===== src/sv/tfo_pkg.sv =====
// Shared widths and cell payload types for the tangent frame orthonormalizer.
`timescale 1ns / 1ps

package tfo_pkg;

  // Component format: signed Q1.14
  localparam int CW = 16;
  localparam int FW = 14;
  // Magnitude of a saturated remainder component
  localparam int MW = CW;
  // Working width of the square root cells (sum of three squares fits)
  localparam int LW = 2 * CW + 3;
  // Vector length width
  localparam int LENW = CW + 1;
  // Quotient bits and divider remainder width
  localparam int QW = CW;
  localparam int DRW = LENW + QW;
  // Chain lengths
  localparam int SQ_STEPS = LENW;
  localparam int DIV_STEPS = QW;

  // Beat moving through the square root chain
  typedef struct packed {
    logic                   vld;
    logic [LW-1:0]          rem;
    logic [LW-1:0]          root;
    logic [2:0]             sgn;
    logic [2:0][MW-1:0]     mag;
    logic                   neg;
    logic                   deg;
  } sq_t;

  // Beat moving through the divider chain, three lanes side by side
  typedef struct packed {
    logic                   vld;
    logic [2:0][DRW-1:0]    rem;
    logic [2:0][QW-1:0]     quo;
    logic [LENW-1:0]        len;
    logic [2:0]             sgn;
    logic                   neg;
    logic                   deg;
  } div_t;

endpackage


===== src/sv/tfo_sqrt_cell.sv =====
// One digit cell of the integer square root chain.
`timescale 1ns / 1ps

module tfo_sqrt_cell (
  input  logic                clk,
  input  logic                rst_n,
  input  logic                en,
  input  logic [4:0]          idx,
  input  tfo_pkg::sq_t        d_in,
  output tfo_pkg::sq_t        d_out
);

  tfo_pkg::sq_t           q_r;
  tfo_pkg::sq_t           q_nxt;
  logic [tfo_pkg::LW-1:0] bit_w;
  logic [tfo_pkg::LW-1:0] trial;

  // bit = 4^idx; try subtracting root + bit
  always_comb begin
    bit_w = tfo_pkg::LW'(1) << {idx, 1'b0};
    trial = d_in.root + bit_w;
    q_nxt = d_in;
    if (d_in.rem >= trial) begin
      q_nxt.rem  = d_in.rem - trial;
      q_nxt.root = (d_in.root >> 1) + bit_w;
    end else begin
      q_nxt.root = d_in.root >> 1;
    end
  end

  always_ff @(posedge clk) begin
    if (!rst_n) begin
      q_r.vld <= 1'b0;
    end else if (en) begin
      q_r <= q_nxt;
    end
  end

  assign d_out = q_r;

endmodule


===== config.mk =====
export PLATFORM = sky130hd
export DESIGN_NAME = tfo_sqrt_cell
export DESIGN_NICKNAME = d
export VERILOG_FILES = /design/src/sv/tfo_pkg.sv /design/src/sv/tfo_sqrt_cell.sv
export SDC_FILE = /design/constraint.sdc
export NUM_CORES = 1
export LEC_CHECK = 0
export ABC_AREA = 0
export ABC_CLOCK_PERIOD_IN_PS = 5500
export BUFFER_PORTS_ARGS = -buffer_cell sky130_fd_sc_hd__buf_2
export CORE_MARGIN = 4
export CORE_UTILIZATION = 48
export CTS_CLUSTER_SIZE = 20
export DETAILED_ROUTE_END_ITERATION = 8
export PLACE_DENSITY = 0.78
export SLEW_MARGIN = 20
export SYNTH_ARGS = -nofsm -noshare
export SYNTH_HDL_FRONTEND = slang
export SYNTH_SLANG_ARGS = --single-unit

===== constraint.sdc =====
create_clock -name clk -period 5.5 [get_ports clk]
set_input_delay 1.1 -clock clk [delete_from_list [all_inputs] [get_ports clk]]
set_output_delay 1.1 -clock clk [all_outputs]
set_load 0.01 [all_outputs]

# --- After elaboration in Yosys (flattened, before gate mapping) ---
# Cells that the tools add are included.
totals:
  output_inout_bits: 124
  in_bits: 132
  ff_bits: 124
op_classes:
  order_cmp: 1
  n_reduce_logical: 1
  n_shift: 1
  add_sub_neg: 3
  mux: 2
ops:
  columns: ["op", "n"]
  rows:
  - ["$add 34x35->35", 1]
  - ["$add 35x35->35", 1]
  - ["$ge 35x35->1", 1]
  - ["$mux 35", 1]
  - ["$shl 1x6->35 const A", 1]
  - ["$sub 35x35->35", 1]
  - ["$mux 34", 1]
  - ["$reduce_and 2->1", 1]

# --- Longest topological paths before layout ---
depth:
  word_depth: 4
  depth_mapped: 25
  mapped_depth_nobuf: 23

# --- Least setup slack after synthesis ---
# Ideal clock, no wire load.
synth_timing:
  kind: "in2reg"
  from: "input idx[3]"
  to: "register q_r, in the netlist d_out[63] (data pin)"
  setup_ps: 260
  cell_stages: 23
  path_buffers: 4
  path_slack_ps: -322
  t_required_ps: 5240
  arrival_time_ps: 5561
  path_cell_list: "or3_1 -> clkbuf_1 -> nor3_1 -> ha_1 -> ha_1 -> a31oi_1 -> o31ai_1 -> a21oi_1 -> o21a_1 -> nor2b_1 -> xnor2_1 -> ha_1 -> buf_2 -> and3_1 -> a221o_1 -> a21oi_1 -> nand3_1 -> nor3_2 -> nor4b_2 -> nor3_2 -> buf_6 -> buf_6 -> mux2_4"
synth_lines:
  columns: ["item", "line", "rtl"]
  rows:
  - ["start: declaration", "tfo_sqrt_cell.sv:8", "input logic [4:0] idx,"]
  - ["end signal: assignment", "tfo_sqrt_cell.sv:35", "q_r <= q_nxt;"]
  - ["end: declaration", "tfo_sqrt_cell.sv:13", "tfo_pkg::sq_t q_r;"]

==> qor.yml <==
status:
  outcome: "finished with violations"
  violations: "setup timing"
cts:
  cts_tree: "done"
  root_buffer: "clkbuf_16"
  path_clk_slew_ns: 0.06
  clock_path_buffers: 2
  cts_buffers: 17
  htreeDepth: 4
  clock_sinks: 124
  clock_latency_ns: 0.42
detailed_routing:
  drt-vias-per-instance: 5.425
  wl_per_cell_um: 17.93
  ant_nets: 0
  firstDrtPassIters: 5
  num_vias: 8278
  drt_wl_total_um: 27370
  drtIter0Drc: 627
  drc_errors: 0
global_routing:
  antenna_found_initial: 2
  grt.overflow.total: 0
  grt_pass1_vias: 8074
  grt_max_degree: 58
  grt_pass1_wl_um: 40810
  track_usage: 0.2560
place:
  port_buffers: 255
  dp_hpwl_um: 20910
  placed_area_um2: 11510
  gp_congestion: 0.9262
  dp.cells: 1478
critical_path:
  max_stage_delay_ns: 0.56
  cpMostUsedCell: "buf_12"
  critPathCaptureType: "register"
  cp.arrival_ns: 5.68
  crit_fanout: 10
  r2r_cells: 2
  required_ns: 5.67
  path_class: "in2reg"
  slowest_stage: "or4_4"
  startpoint_type: "input port"
sta:
  final.setup.worst_slack_ns: -0.01605
  slew_headroom: 0.5046
  rsz0062_at_grt: "true"
  clock_skew_ns: 0
  hold_ws_ns: 0.5422
  finalCritPeriodShare: 1.003
  finalHoldViolCount: 0
  fmax_mhz: 181.3
  worst_pin_slew_ns: 0.7430
  min_period_ns: 5.516
  finalMaxSlewViolations: 0
  setup_violations: 1
logic_synthesis:
  syn_nets: 1046
  seq_area_frac_synth: 0.4328
  synth_enable_flop_cells: 123
  ys_warn_count: 0
  synth_flop_cell: "edfxtp_1"
  postSynthAreaPerCell_um2: 10.17
  async_flop_share: 0
  synthCells: 844
  yosys.cell_types.count: 69
  synth_seq_cells: 124
  netlist_area_um2: 8581
cells_and_area:
  layout-drive-gt1-share: 0.4319
  final_cells: 1526
  largest_reg_flops: 124
  fin_area_um2: 12620
  syn_to_final_growth_pct: 47.13
  final_net_count: 1488
  fin_util: 0.7249
die:
  die_h_um: 141.7
  start_util: 0.4927
  core.rowCount: 48
  dieArea_um2: 20080
  io_pins: 256
  fp.coreArea_um2: 17420
  die_w_um: 141.7
flow_run:
  max-cap-violations: 0
pwr:
  power_w: 0.003348
  irDropWorstVdd_mv: 0.2353
  p_per_area_nw_per_um2: 265.2
  p_leak_nw: 5.539
min_path:
  min_delay_path_depth: 2
  hold_class: "reg2reg"
layout make-up:
cell class,instances,area (µm²)
tap,225,281.5
fill,1239,4792
multi-input combinational,675,5019
clock inverter,14,227.7
inverter,21,78.83
sequential,124,3714
timing repair buffer,447,2870
clock buffer,18,429.2
antenna,2,5.005
cells by family (layout without fill, tap and decap cells):
| logic type | Yosys count | in the layout | share of synthesized area |
|---|---|---|---|
| simple gates | 251 | 251 | 0.1397 |
| compound gates | 245 | 245 | 0.1805 |
| flops | 124 | 124 | 0.4328 |
| xor+xnor | 97 | 97 | 0.09901 |
| fa+ha+maj | 70 | 70 | 0.1029 |
| buf+inv | 45 | 500 | 0.02654 |
| mux | 12 | 12 | 0.01852 |
| other cells | 0 | 2 | 0 |
layout by cell type (no fill, tap or decap), types with 5 or more instances in the layout:
cell type  instances
a211oi_1           8
a21o_1            19
a21oi_1           45
a21oi_2            7
a31o_2             5
a31oi_1           20
a31oi_2            5
buf_12             7
buf_2            254
buf_4            181
bufinv_16          5
clkbuf_16         19
edfxtp_1         123
ha_1              66
inv_1             21
inv_6              7
mux2_4             7
nand2_1           93
nand2b_1          10
nand3_1           12
nand4_1            8
nor2_1            53
nor2b_1            8
nor3_1            12
o211ai_1           5
o21ai_0           68
o21ai_1            9
o21bai_1          12
or3_1              5
xnor2_1           48
xor2_1            48
cells in the mapped netlist (all sizes together) (14+ instances only):
library cell,number,area [µm²]
edfxtp,123,3694
nand2,95,356.6
o21ai,80,404.1
ha,69,863.3
nor2,60,225.2
a21oi,53,272.8
xnor2,49,429.2
xor2,48,420.4
a31oi,27,168.9
inv,21,78.83
nor3,20,121.4
a21o,19,142.6
buf,17,121.4
nand3,14,70.07
routing by layer:
| metal | vias up | part of all wire | GRT usage |
|---|---|---|---|
| li1 | 4048 | - | - |
| met1 | 3857 | 0.41 | 0.3196 |
| met2 | 338 | 0.50 | 0.4436 |
| met3 | 35 | 0.075 | 0.04820 |
| met4 | 0 | 0.019 | 0.09091 |
| met5 | - | 0 | 0 |
final timing paths:
check,startpoint,to,slack (ns)
setup reg to reg,d_out[123],d_out[123],4.87
setup / recovery,idx[1],d_out[122],-0.02
hold / removal,d_out[123],d_out[123],0.54
hold reg to reg,d_out[123],d_out[123],0.54
power breakdown:
part / internal (W) / leakage [nW] / switching (W) / total [W]
Sequential: 0.00114 / 1.16 / 0.0000219 / 0.00116
Clock: 0.000815 / 0.317 / 0.000456 / 0.00127
Combinational: 0.000439 / 4.07 / 0.000473 / 0.000912
Total: 0.00240 / 5.54 / 0.000952 / 0.00335
repair_timing:
item / 4_1_cts / 5_1_grt
cloned: 0 / 2
pin swaps: 5 / 35
endpoints found under the hold margin: 0 / 0
setup endpoints to repair: 33 / 69
hold buffers: 0 / 0
setup buffers: 4 / 9
resized for setup: 10 / 51
through the flow:
| stage | TNS (ns) | setup WS [ns] |
|---|---|---|
| finish | -0.01605 | -0.01605 |
| global route | -4.945 | -0.1947 |
| CTS | 0 | 0.004802 |
| detailed placement | -28.00 | -0.4926 |
| global placement | -20.35 | -0.4064 |
| floorplan | -1.522 | -0.1538 |
critical path: cells and delay by family:
family	cells	cell delay (ns)
AOI/OAI and AO/OA	6	0.99
xor gates and xnor gates	1	0.18
adders and majority gates	2	0.70
buffers and inverters	5	0.69
and+or+nand+nor	11	2.02
Power figures use the tool's default switching activity.
