===== src/sv/tfo_pkg.sv =====
// Shared widths and cell payload types for the tangent frame orthonormalizer.
`timescale 1ns / 1ps

package tfo_pkg;

  // Component format: signed Q1.14
  localparam int CW = 16;
  localparam int FW = 14;
  // Magnitude of a saturated remainder component
  localparam int MW = CW;
  // Working width of the square root cells (sum of three squares fits)
  localparam int LW = 2 * CW + 3;
  // Vector length width
  localparam int LENW = CW + 1;
  // Quotient bits and divider remainder width
  localparam int QW = CW;
  localparam int DRW = LENW + QW;
  // Chain lengths
  localparam int SQ_STEPS = LENW;
  localparam int DIV_STEPS = QW;

  // Beat moving through the square root chain
  typedef struct packed {
    logic                   vld;
    logic [LW-1:0]          rem;
    logic [LW-1:0]          root;
    logic [2:0]             sgn;
    logic [2:0][MW-1:0]     mag;
    logic                   neg;
    logic                   deg;
  } sq_t;

  // Beat moving through the divider chain, three lanes side by side
  typedef struct packed {
    logic                   vld;
    logic [2:0][DRW-1:0]    rem;
    logic [2:0][QW-1:0]     quo;
    logic [LENW-1:0]        len;
    logic [2:0]             sgn;
    logic                   neg;
    logic                   deg;
  } div_t;

endpackage


===== src/sv/tfo_div_cell.sv =====
// One quotient-bit cell of the three-lane restoring divider chain.
`timescale 1ns / 1ps

module tfo_div_cell (
  input  logic                clk,
  input  logic                rst_n,
  input  logic                en,
  input  logic [3:0]          sh,
  input  tfo_pkg::div_t       d_in,
  output tfo_pkg::div_t       d_out
);

  tfo_pkg::div_t           q_r;
  tfo_pkg::div_t           q_nxt;
  logic [tfo_pkg::DRW-1:0] dv;

  // compare each lane against len << sh, subtract on fit
  always_comb begin
    dv    = tfo_pkg::DRW'(d_in.len) << sh;
    q_nxt = d_in;
    for (int i = 0; i < 3; i++) begin
      if (d_in.rem[i] >= dv) begin
        q_nxt.rem[i] = d_in.rem[i] - dv;
        q_nxt.quo[i] = d_in.quo[i] | (tfo_pkg::QW'(1) << sh);
      end
    end
  end

  always_ff @(posedge clk) begin
    if (!rst_n) begin
      q_r.vld <= 1'b0;
    end else if (en) begin
      q_r <= q_nxt;
    end
  end

  assign d_out = q_r;

endmodule


===== config.mk =====
export PLATFORM = sky130hd
export DESIGN_NAME = tfo_div_cell
export DESIGN_NICKNAME = d
export VERILOG_FILES = /design/src/sv/tfo_pkg.sv /design/src/sv/tfo_div_cell.sv
export SDC_FILE = /design/constraint.sdc
export NUM_CORES = 1
export LEC_CHECK = 0
export BUFFER_PORTS_ARGS = -buffer_cell sky130_fd_sc_hd__buf_4
export CORE_ASPECT_RATIO = 1.1
export CORE_UTILIZATION = 55
export DETAILED_ROUTE_END_ITERATION = 16
export HOLD_SLACK_MARGIN = 0.12
export PLACE_DENSITY = 0.83
export SETUP_SLACK_MARGIN = 0.1
export SLEW_MARGIN = 20
export SYNTH_ARGS = -nofsm -noshare
export SYNTH_HDL_FRONTEND = slang
export SYNTH_SLANG_ARGS = --single-unit

===== constraint.sdc =====
create_clock -name clk -period 7.94 [get_ports clk]
set_clock_uncertainty 0.15 [all_clocks]
set_input_delay 0.397 -clock clk [delete_from_list [all_inputs] [get_ports clk]]
set_output_delay 0.397 -clock clk [all_outputs]
set_load 0.02 [all_outputs]

* Yosys cells after proc, flatten, opt, wreduce, memory -nomap -nowiden *
Cells that the tools add are included.

cells by class
  $add $sub $neg = 3
  shifts and indexed selects = 2
  bitwise logic cells = 3
  order comparisons = 3
  multiplexer cells = 6
  reductions and logical operators = 1

operator list
  cell                    count
  $ge A33 B33 Y1          3
  $mux W33                3
  $sub A33 B33 Y33        3
  $mux W16                3
  $or A16 B16 Y16         3
  $shl A17 B4 Y33         1
  $shl A1 B4 Y16 const A  1
  $reduce_and A2 Y1       1

storage, ports and cells
  output and inout bits = 170
  logic and storage cells = 29
  bits in registers = 170

* Longest topological paths before layout *
Gate-level depths: netlist of run 1.

  depth after elaboration = 3
  mapped depth = 22
  gate-level depth less buffers = 17

* Worst setup path after synthesis of run 1 *
No wires, ideal clock.

  path kind = input port to flip-flop
  start = in en
  end = reg q_r (netlist bit d_out[0]) (enable)
  arrival = 4244 ps
  buffers on the path = 0
  stages = 1
  path slack = 2998 ps
  cell sequence = and2_1

between the ends
  word-level cells in the longest chain between the ends = 1

RTL lines
  what                                RTL line            RTL
  start: declaration                  tfo_div_cell.sv:7   input logic en,
  $reduce_and A2 Y1 (no source line)  n/a
  end signal: assignment              tfo_div_cell.sv:33  q_r <= q_nxt;
  end: declaration                    tfo_div_cell.sv:13  tfo_pkg::div_t q_r;

No other way between the ends.
A chain may end at the register's enable or synchronous reset.

==> results of run 1 <==
[kinds of logic (layout without fill, tap and decap cells)]
| kind of cell | after synthesis | count (layout) | share of synthesized area, % |
|---|---|---|---|
| xor+xnor | 80 | 80 | 5.553 |
| mux | 48 | 48 | 4.463 |
| fa+ha+maj | 99 | 99 | 9.996 |
| simple gates | 390 | 390 | 14.32 |
| flops | 170 | 170 | 40.38 |
| other cells | 0 | 1 | 0 |
| compound gates | 445 | 445 | 22.47 |
| buf+inv | 88 | 505 | 2.816 |
[worst max path at each step]
stage	from	endpoint
6_report	d_in[7]	d_out[106]
5_1_grt	d_in[7]	d_out[106]
4_1_cts	d_in[7]	d_out[107]
3_5_place_dp	sh[0]	d_out[107]
3_3_place_gp	sh[0]	d_out[148]
2_1_floorplan	en	d_out[0]
[cells in the final DEF (no fill, tap or decap), types with 39 or more instances in the layout]
master	Yosys	routed
sky130_fd_sc_hd__a21o_1	66	66
sky130_fd_sc_hd__o21ai_0	61	61
sky130_fd_sc_hd__a21oi_1	145	145
sky130_fd_sc_hd__nor2_1	124	124
sky130_fd_sc_hd__dlygate4sd3_1	0	93
sky130_fd_sc_hd__xor2_1	39	39
sky130_fd_sc_hd__edfxtp_1	169	169
sky130_fd_sc_hd__ha_1	96	96
sky130_fd_sc_hd__nand2_1	118	118
sky130_fd_sc_hd__buf_4	0	352
sky130_fd_sc_hd__xnor2_1	41	41
[final cells by class]
cell class,count,area [um2]
tap,295,369.1
clock buffer,17,425.4
multi-input combinational,1062,7188
sequential,170,5095
inverter,29,108.9
fill,1524,5415
timing repair buffer,445,3573
clock inverter,14,145.1
antenna,1,2.502
[per-stage QoR]
stage,power [W],area (um2),hold slack (ps)
after CTS,0.003255,16900,120.3
final,0.003304,16910,116.0
after detailed placement,0.002386,15400,374.9
after floorplan,0.001969,12620,345.9
after global placement,0.002376,15400,354.4
after global routing,0.003415,16910,127.4
[worst register-to-register path: cells and delay by family (launching register included)]
family,cells,cell delay (ps)
simple gates,1,60
flops,1,320
buf+inv,1,540
mux,1,130
[power breakdown]
part | internal [W] | switching, W | leakage (nW)
clock network | 0.000464 | 0.000389 | 0.275
registers | 0.00112 | 0.0000361 | 1.60
logic | 0.000536 | 0.000756 | 5.34
total | 0.00212 | 0.00118 | 7.22
[routing by layer]
layer	up-vias	part of all wire (%)
met3	129	8.2
met1	5852	37
met5	-	0
li1	5768	-
met4	0	4.7
met2	741	50
==> metrics.log, run 1 <==
[metrics] relative max-transition margin: 32.85%
[metrics] cell class contributing the biggest share of worst-path delay: compound AO/OA/AOI/OAI gates
[metrics] count of endpoints failing hold in the final timing report: 0
[metrics] total half-perimeter wirelength after legalization and detailed placement: 32.59 mm
[metrics] Synth top area share: roughly two fifths
[metrics] most used flip-flop cell after synthesis: sky130_fd_sc_hd__edfxtp_1
[metrics] worst stage delay on the critical path: around 600 ps
[metrics] maximum clock frequency: about 0.18 GHz
[metrics] total negative setup slack: 0 ps
[metrics] placer's final routability congestion estimate: approximately 0.95
[metrics] Yosys cell types: 71
[metrics] path category of the worst min-delay check: in2reg
[metrics] setup repair after global routing missed its margin: false
[metrics] ports placed on the boundary: 347
[metrics] post-route fraction of the period consumed by the critical path: 69.22%
[metrics] layout cells sized above 1: between 20% and 30%
[metrics] DR WL/cell: 22.22 um
[metrics] area overhead of the layout relative to synthesis: 34.00%
[metrics] Clock transition at path regs: 80 ps
[metrics] leakage power: 7.219 nW
[metrics] worst setup slack after placement: around 2400 ps
[metrics] synth cell count leaders: sky130_fd_sc_hd__edfxtp_1, sky130_fd_sc_hd__a21oi_1, sky130_fd_sc_hd__nor2_1
[metrics] core region area: roughly 0.022 mm2
[metrics] flip-flop count of the largest register after layout: 170
[metrics] Critical-path top delay cell: sky130_fd_sc_hd__nor2_4
[metrics] minimum setup slack in the final design: between 2000 and 2500 ps
[metrics] Reg-to-Reg End: d_out[169]
[metrics] total number of vias: 12490
[metrics] Tot GR Track Use: 37.34%
[metrics] met2 usage: 67.73%
[metrics] warnings from Yosys: 0
[metrics] Die Y-Extent: about 160 um
[metrics] hold buffers post-CTS: between 90 and 100
[metrics] required time of the worst setup path: 7960 ps
[metrics] global-route wire length before repair: 66.97 mm
[metrics] proportion of register bits with asynchronous set or reset after synthesis: 0%
[metrics] total stage count of the critical path: 18
[metrics] buffers and inverters on the worst path: 3
[metrics] max-cap violation count: 0
[metrics] average size of a mapped cell: approximately 9.6 um2
[metrics] antenna violations before repair: 1
[metrics] length of the first detailed-routing pass in iterations: 6
[metrics] die width: 146.4 um
[metrics] final instance count without filler cells: a little over 2000
[metrics] most numerous cell in the Yosys netlist: sky130_fd_sc_hd__edfxtp_1
[metrics] aggregate routed wire length: 45.18 mm
[metrics] deepest level of the CTS H-tree: 4
[metrics] crit-path max FO: 28
[metrics] Critical Path AT: approximately 5500 ps
[metrics] number of design-rule violations left by the first detailed-router iteration: roughly 1200
[metrics] utilization after layout: 75.74%
[metrics] FF+latch count, synth: between 150 and 200
[metrics] deepest clock path buffer count: 2
[metrics] number of instances on the worst hold path: 3
[metrics] count of flip-flops with a built-in enable after synthesis: 169
[metrics] total overflow reported by the global router: 0
[metrics] R2R Setup Slk: ~6600 ps
[metrics] Final #Nets: between 2000 and 2500
[metrics] number of antenna-violating nets in the routed design: 0
[metrics] Most Used Layer, Global Route: met2
[metrics] VDD IR max: 173.5 uV
[metrics] via count of the first global-routing pass: between 10000 and 15000
[metrics] count of final setup violators: 0
[metrics] largest net degree at the start of global routing: 79
[metrics] number of buffers created by CTS: 17
[metrics] Critical Path Sink Type: flip-flop
[metrics] total number of placement rows: 57
[metrics] dominant cell type by area after synthesis: sky130_fd_sc_hd__edfxtp_1
[metrics] TritonCTS clock tree: done
[metrics] number of setup buffers added after CTS: 0
[metrics] CTS resizes: 0
[metrics] cells on worst reg2reg path: 3
[metrics] Worst Tran Pin Value: 1007 ps
[metrics] max-slew violations: 0
[metrics] Root Buffer Master: sky130_fd_sc_hd__clkbuf_16
[metrics] Syn Std Cell Area: around 0.013 mm2
[metrics] number of placed instances with taps included: between 1500 and 2000
[metrics] residual DRC count: 0
[metrics] post-DR vias/cell: 6.144
[metrics] startpoint types: input pin
[metrics] Hold Path Origin: d_in[164]
[metrics] critical path start-end classification: in2reg
[metrics] cell types with the largest area share after synthesis: sky130_fd_sc_hd__edfxtp_1, sky130_fd_sc_hd__ha_1, sky130_fd_sc_hd__a21oi_1, sky130_fd_sc_hd__a21o_1, sky130_fd_sc_hd__nor2_1
[metrics] clock insertion delay at the later pin of the skew report: 440 ps
[metrics] worst min-delay path endpoint: d_out[164]
[metrics] worst r2r src: d_out[169]
[metrics] Cell Pwr Density: roughly 200 mW/mm2
[metrics] PortBufs: 346
[metrics] result of the run: finished, final reports clean
[metrics] time the worst path needs with I/O delays and setup: 5496 ps
[metrics] part of the Yosys area used for sequential elements: between 40% and 50%
[metrics] number of clock sinks seen by CTS: 170
[metrics] met3 Track Usage GR: 5.682%
[metrics] die area: 0.02355 mm2
[metrics] gate count of the mapped netlist: approximately 1300
[metrics] starting utilization of the core area: 56.52%
[metrics] cell chain of the critical path: dlygate4sd3_1 > buf_4 > mux2_2 > o21ai_0 > nor2_1 > a21oi_1 > nor2_1 > a21oi_1 > ha_1 > and3_1 > and3_1 > nand3b_1 > o21ai_1 > a211oi_1 > o2111a_1 > nor2_4 > buf_4 > mux2_1
[metrics] met1 routing resource usage after global routing: ~43%
[metrics] syn_nets: between 1500 and 2000
(Power assumes the default switching activity.)
==> run 2, diff against run 1 <==
Settings changed: ABC_AREA from default to 1, PLACE_DENSITY 0.83 to 0.81.
Clock period 7.94 ns to 5.5 ns, I/O delays scaled along.
==> run 2 against run 1 <==
  * Sequential power increased by 43%
  * Worst hold slack gained 8.9 ps
  * Global-route usage rose by 7.5 points
  * Core utilization is 1.3 points lower
  * Combinational power grew 75%
  * First-iteration DRC count rose by 90%
  * Critical path type unchanged
  * Largest cell class unchanged
  * Largest power group unchanged
==> metrics.log, run 2 <==
[metrics] result of the run: finished, final reports clean
[metrics] ports placed on the boundary: 347 (unchanged)
[metrics] antenna violations before repair: 1 (unchanged)
[metrics] Final #Nets: 3321 (+66%)
[metrics] total number of placement rows: 65 (+14%)
[metrics] largest net degree at the start of global routing: 60 (-24%)
[metrics] number of design-rule violations left by the first detailed-router iteration: 2343 (+90%)
[metrics] most frequent cells in the layout: sky130_fd_sc_hd__nand2_1, sky130_fd_sc_hd__inv_1, sky130_fd_sc_hd__buf_4, sky130_fd_sc_hd__dlygate4sd3_1, sky130_fd_sc_hd__edfxtp_1
[metrics] count of endpoints failing hold in the final timing report: 0 (unchanged)
[metrics] total half-perimeter wirelength after legalization and detailed placement: 48.17 mm (+48%)
[metrics] Die Y-Extent: 180.8 um (+12%)
[metrics] core region area: 0.02863 mm2 (+28%)
[metrics] length of the first detailed-routing pass in iterations: 7 (+1)
[metrics] leakage power: 11.77 nW (+63%)
[metrics] number of clock sinks seen by CTS: 170 (unchanged)
[metrics] post-route fraction of the period consumed by the critical path: 85.59%
[metrics] Cell Pwr Density: 244.1 mW/mm2 (+25%)
[metrics] total overflow reported by the global router: 0 (unchanged)
[metrics] Root Buffer Master: sky130_fd_sc_hd__clkbuf_16
[metrics] time the worst path needs with I/O delays and setup: ~4700 ps
[metrics] CTS resizes: 0 (unchanged)
[metrics] number of instances on the worst hold path: 5 (+2)
[metrics] share of total power in sequential cells: 32.0% (-3.1 points)
[metrics] switching power as a share of total power: 41.67% (+5.9 points)
[metrics] max-cap violation count: 0 (unchanged)
[metrics] max-slew violations: 0 (unchanged)
[metrics] post-DR vias/cell: 5.604 (-8.8%)
[metrics] proportion of register bits with asynchronous set or reset after synthesis: 0% (unchanged)
[metrics] clock insertion delay at the later pin of the skew report: 460 ps (+20 ps)
[metrics] starting utilization of the core area: 55.83% (-0.69 points)
[metrics] Critical Path AT: 4870 ps (-650 ps)
[metrics] Syn Std Cell Area: 0.01598 mm2 (+27%)
[metrics] crit-path max FO: 44 (+57%)
[metrics] utilization after layout: 74.45% (-1.3 points)
[metrics] Clock transition at path regs: 80 ps (about the same)
[metrics] most common library cell in the layout ignoring fill and taps: sky130_fd_sc_hd__nand2_1
[metrics] number of buffers created by CTS: 17 (unchanged)
[metrics] total negative setup slack: 0 ps (unchanged)
[metrics] cell types with the largest area share after synthesis: sky130_fd_sc_hd__edfxtp_1, sky130_fd_sc_hd__nand2_1, sky130_fd_sc_hd__inv_1, sky130_fd_sc_hd__ha_1, sky130_fd_sc_hd__nand4_1
[metrics] synth cell count leaders: sky130_fd_sc_hd__nand2_1, sky130_fd_sc_hd__inv_1, sky130_fd_sc_hd__edfxtp_1
[metrics] placer's final routability congestion estimate: 1.034 (+8.3%)
[metrics] most used flip-flop cell after synthesis: sky130_fd_sc_hd__edfxtp_1
[metrics] Worst Tran Pin Value: 1043 ps (+35.59 ps)
[metrics] Reg-to-Reg End: d_out[169]
[metrics] switching component of the power: 0.002168 W (+84%)
[metrics] minimum hold slack: 124.9 ps (+8.916 ps)
[metrics] DR WL/cell: 19.54 um (-12%)
[metrics] setup repair after global routing missed its margin: false
[metrics] global-route wire length before repair: 100.3 mm (+50%)
[metrics] FILL cells: 2189 (+44%)
[metrics] cells on worst reg2reg path: 3 (unchanged)
[metrics] clock network fraction of total power: 24.6% (-1.2 points)
[metrics] FF+latch count, synth: 170 (unchanged)
[metrics] internal power contribution: 0.003034 W (+43%)
[metrics] die area: 0.02975 mm2 (+26%)
[metrics] average size of a mapped cell: 6.300 um2 (-34%)
[metrics] number of antenna-violating nets in the routed design: 0 (unchanged)
[metrics] Critical Path Sink Type: flip-flop
[metrics] worst setup slack after placement: 820.9 ps (-1609 ps)
[metrics] path category of the worst min-delay check: in2reg
[metrics] TritonCTS clock tree: done
[metrics] deepest level of the CTS H-tree: 4 (unchanged)
[metrics] layout cells sized above 1: 14.45% (-11 points)
[metrics] required time of the worst setup path: 5660 ps (-2300 ps)
[metrics] relative max-transition margin: 28.48% (-4.4 points)
[metrics] die width: 164.5 um (+12%)
[metrics] aggregate routed wire length: 66.98 mm (+48%)
[metrics] flip-flop count of the largest register after layout: 170 (unchanged)
[metrics] count of flip-flops with a built-in enable after synthesis: 169 (unchanged)
[metrics] deepest clock path buffer count: 2 (unchanged)
[metrics] portion of total power attributed to combinational logic: 43.4% (+4.3 points)
[metrics] residual DRC count: 0 (unchanged)
[metrics] Yosys cell types: 34 (-52%)
[metrics] count of final setup violators: 0 (unchanged)
[metrics] PortBufs: 346 (unchanged)
[metrics] most numerous cell in the Yosys netlist: sky130_fd_sc_hd__nand2_1
[metrics] R2R Setup Slk: 3940 ps (-2690 ps)
[metrics] startpoint types: input pin
[metrics] syn_nets: 2813 (+76%)
[metrics] overall power: 0.005202 W (+57%)
[metrics] maximum clock frequency: 0.2124 GHz
[metrics] warnings from Yosys: 0 (unchanged)
[metrics] worst r2r src: d_out[169]
[metrics] Synth top area share: 31.75% (-8.5 points)
[metrics] VDD IR max: 239.3 uV (+38%)
[metrics] part of the Yosys area used for sequential elements: 31.88% (-8.5 points)
[metrics] critical path start-end classification: in2reg
[metrics] dominant cell type by area after synthesis: sky130_fd_sc_hd__edfxtp_1
[metrics] CP Capture Point: d_out[36]
[metrics] start point of the critical path: sh[3]
[metrics] minimum setup slack in the final design: 792.5 ps (-1651 ps)
[metrics] via count of the first global-routing pass: 18330 (+49%)
[metrics] Tot GR Track Use: 44.80% (+7.5 points)
[metrics] area overhead of the layout relative to synthesis: 33.35%
[metrics] total number of vias: 19210 (+54%)
[metrics] gate count of the mapped netlist: 2537 (+92%)
[run 2: metal layers]
layer / global-route usage (%) / part of all wire (%) / vias to the layer above
met2: 74.13 / 46 / 1351
met5: 0 / 0 / -
met4: 33.83 / 8.5 / 0
met1: 49.90 / 35 / 8562
li1: - / - / 8912
met3: 9.734 / 10 / 384
[run 2: timing repair]
action                                 CTS  global route
hold buffers                           170             0
endpoints found under the hold margin  169             0
setup buffers                            0             0
[run 2: worst min-delay path by stage]
stage,start,slack [ps],to
2_1_floorplan,en,220,d_out[169]
3_3_place_gp,d_in[3],300,d_out[3]
3_5_place_dp,d_in[4],300,d_out[4]
4_1_cts,d_in[168],140,d_out[168]
5_1_grt,d_in[168],190,d_out[168]
6_report,d_in[168],120,d_out[168]
[run 2: layout make-up]
| type | count | area, um2 | area share, % |
|---|---|---|---|
| inverter | 482 | 1814 | 8.512 |
| timing repair buffer | 547 | 4544 | 21.32 |
| tap | 368 | 460.4 | 2.160 |
| clock buffer | 17 | 425.4 | 1.996 |
| antenna | 2 | 5.005 | 0.02348 |
| multi-input combinational | 1827 | 8796 | 41.27 |
| sequential | 170 | 5095 | 23.91 |
| clock inverter | 15 | 172.7 | 0.8101 |
[run 2: worst max-delay path, cell delays in order]
cell	delay (ps)
sky130_fd_sc_hd__buf_4	290
sky130_fd_sc_hd__clkinv_1	630
sky130_fd_sc_hd__nor2_1	630
sky130_fd_sc_hd__nand2_1	500
sky130_fd_sc_hd__ha_1	560
sky130_fd_sc_hd__inv_1	130
sky130_fd_sc_hd__nor3_2	240
sky130_fd_sc_hd__nand2_1	100
sky130_fd_sc_hd__nor3_1	250
sky130_fd_sc_hd__nand2_2	110
sky130_fd_sc_hd__nand3_2	80
sky130_fd_sc_hd__buf_4	460
sky130_fd_sc_hd__nand2_1	360
sky130_fd_sc_hd__nand2_1	200
[run 2: through the flow]
stage / instances / area, um2
3_5_place_dp: 3224 / 19010
3_3_place_gp: 3224 / 19010
4_1_cts: 3426 / 21310
6_report: 3428 / 21310
2_1_floorplan: 2537 / 15980
5_1_grt: 3426 / 21310
[run 2: kinds of logic (layout without fill, tap and decap cells)]
logic type,Yosys count,count (layout),synth area share (%)
DFF,170,170,31.88
buffers and inverters,540,1061,13.09
adders and majority gates,99,99,7.891
and+or+nand+nor,1557,1557,40.34
other,0,2,0
muxes,9,9,0.5637
AOI/OAI and AO/OA,117,117,3.773
xor gates and xnor gates,45,45,2.466
[run 2: power by group through the flow]
stage               clock network (W)  registers (W)  logic (W)
finish                        0.00128        0.00166    0.00226
global route                  0.00130        0.00167    0.00246
CTS                           0.00126        0.00166    0.00217
detailed placement                  0        0.00168    0.00207
global placement                    0        0.00168    0.00203
floorplan                           0        0.00184    0.00116
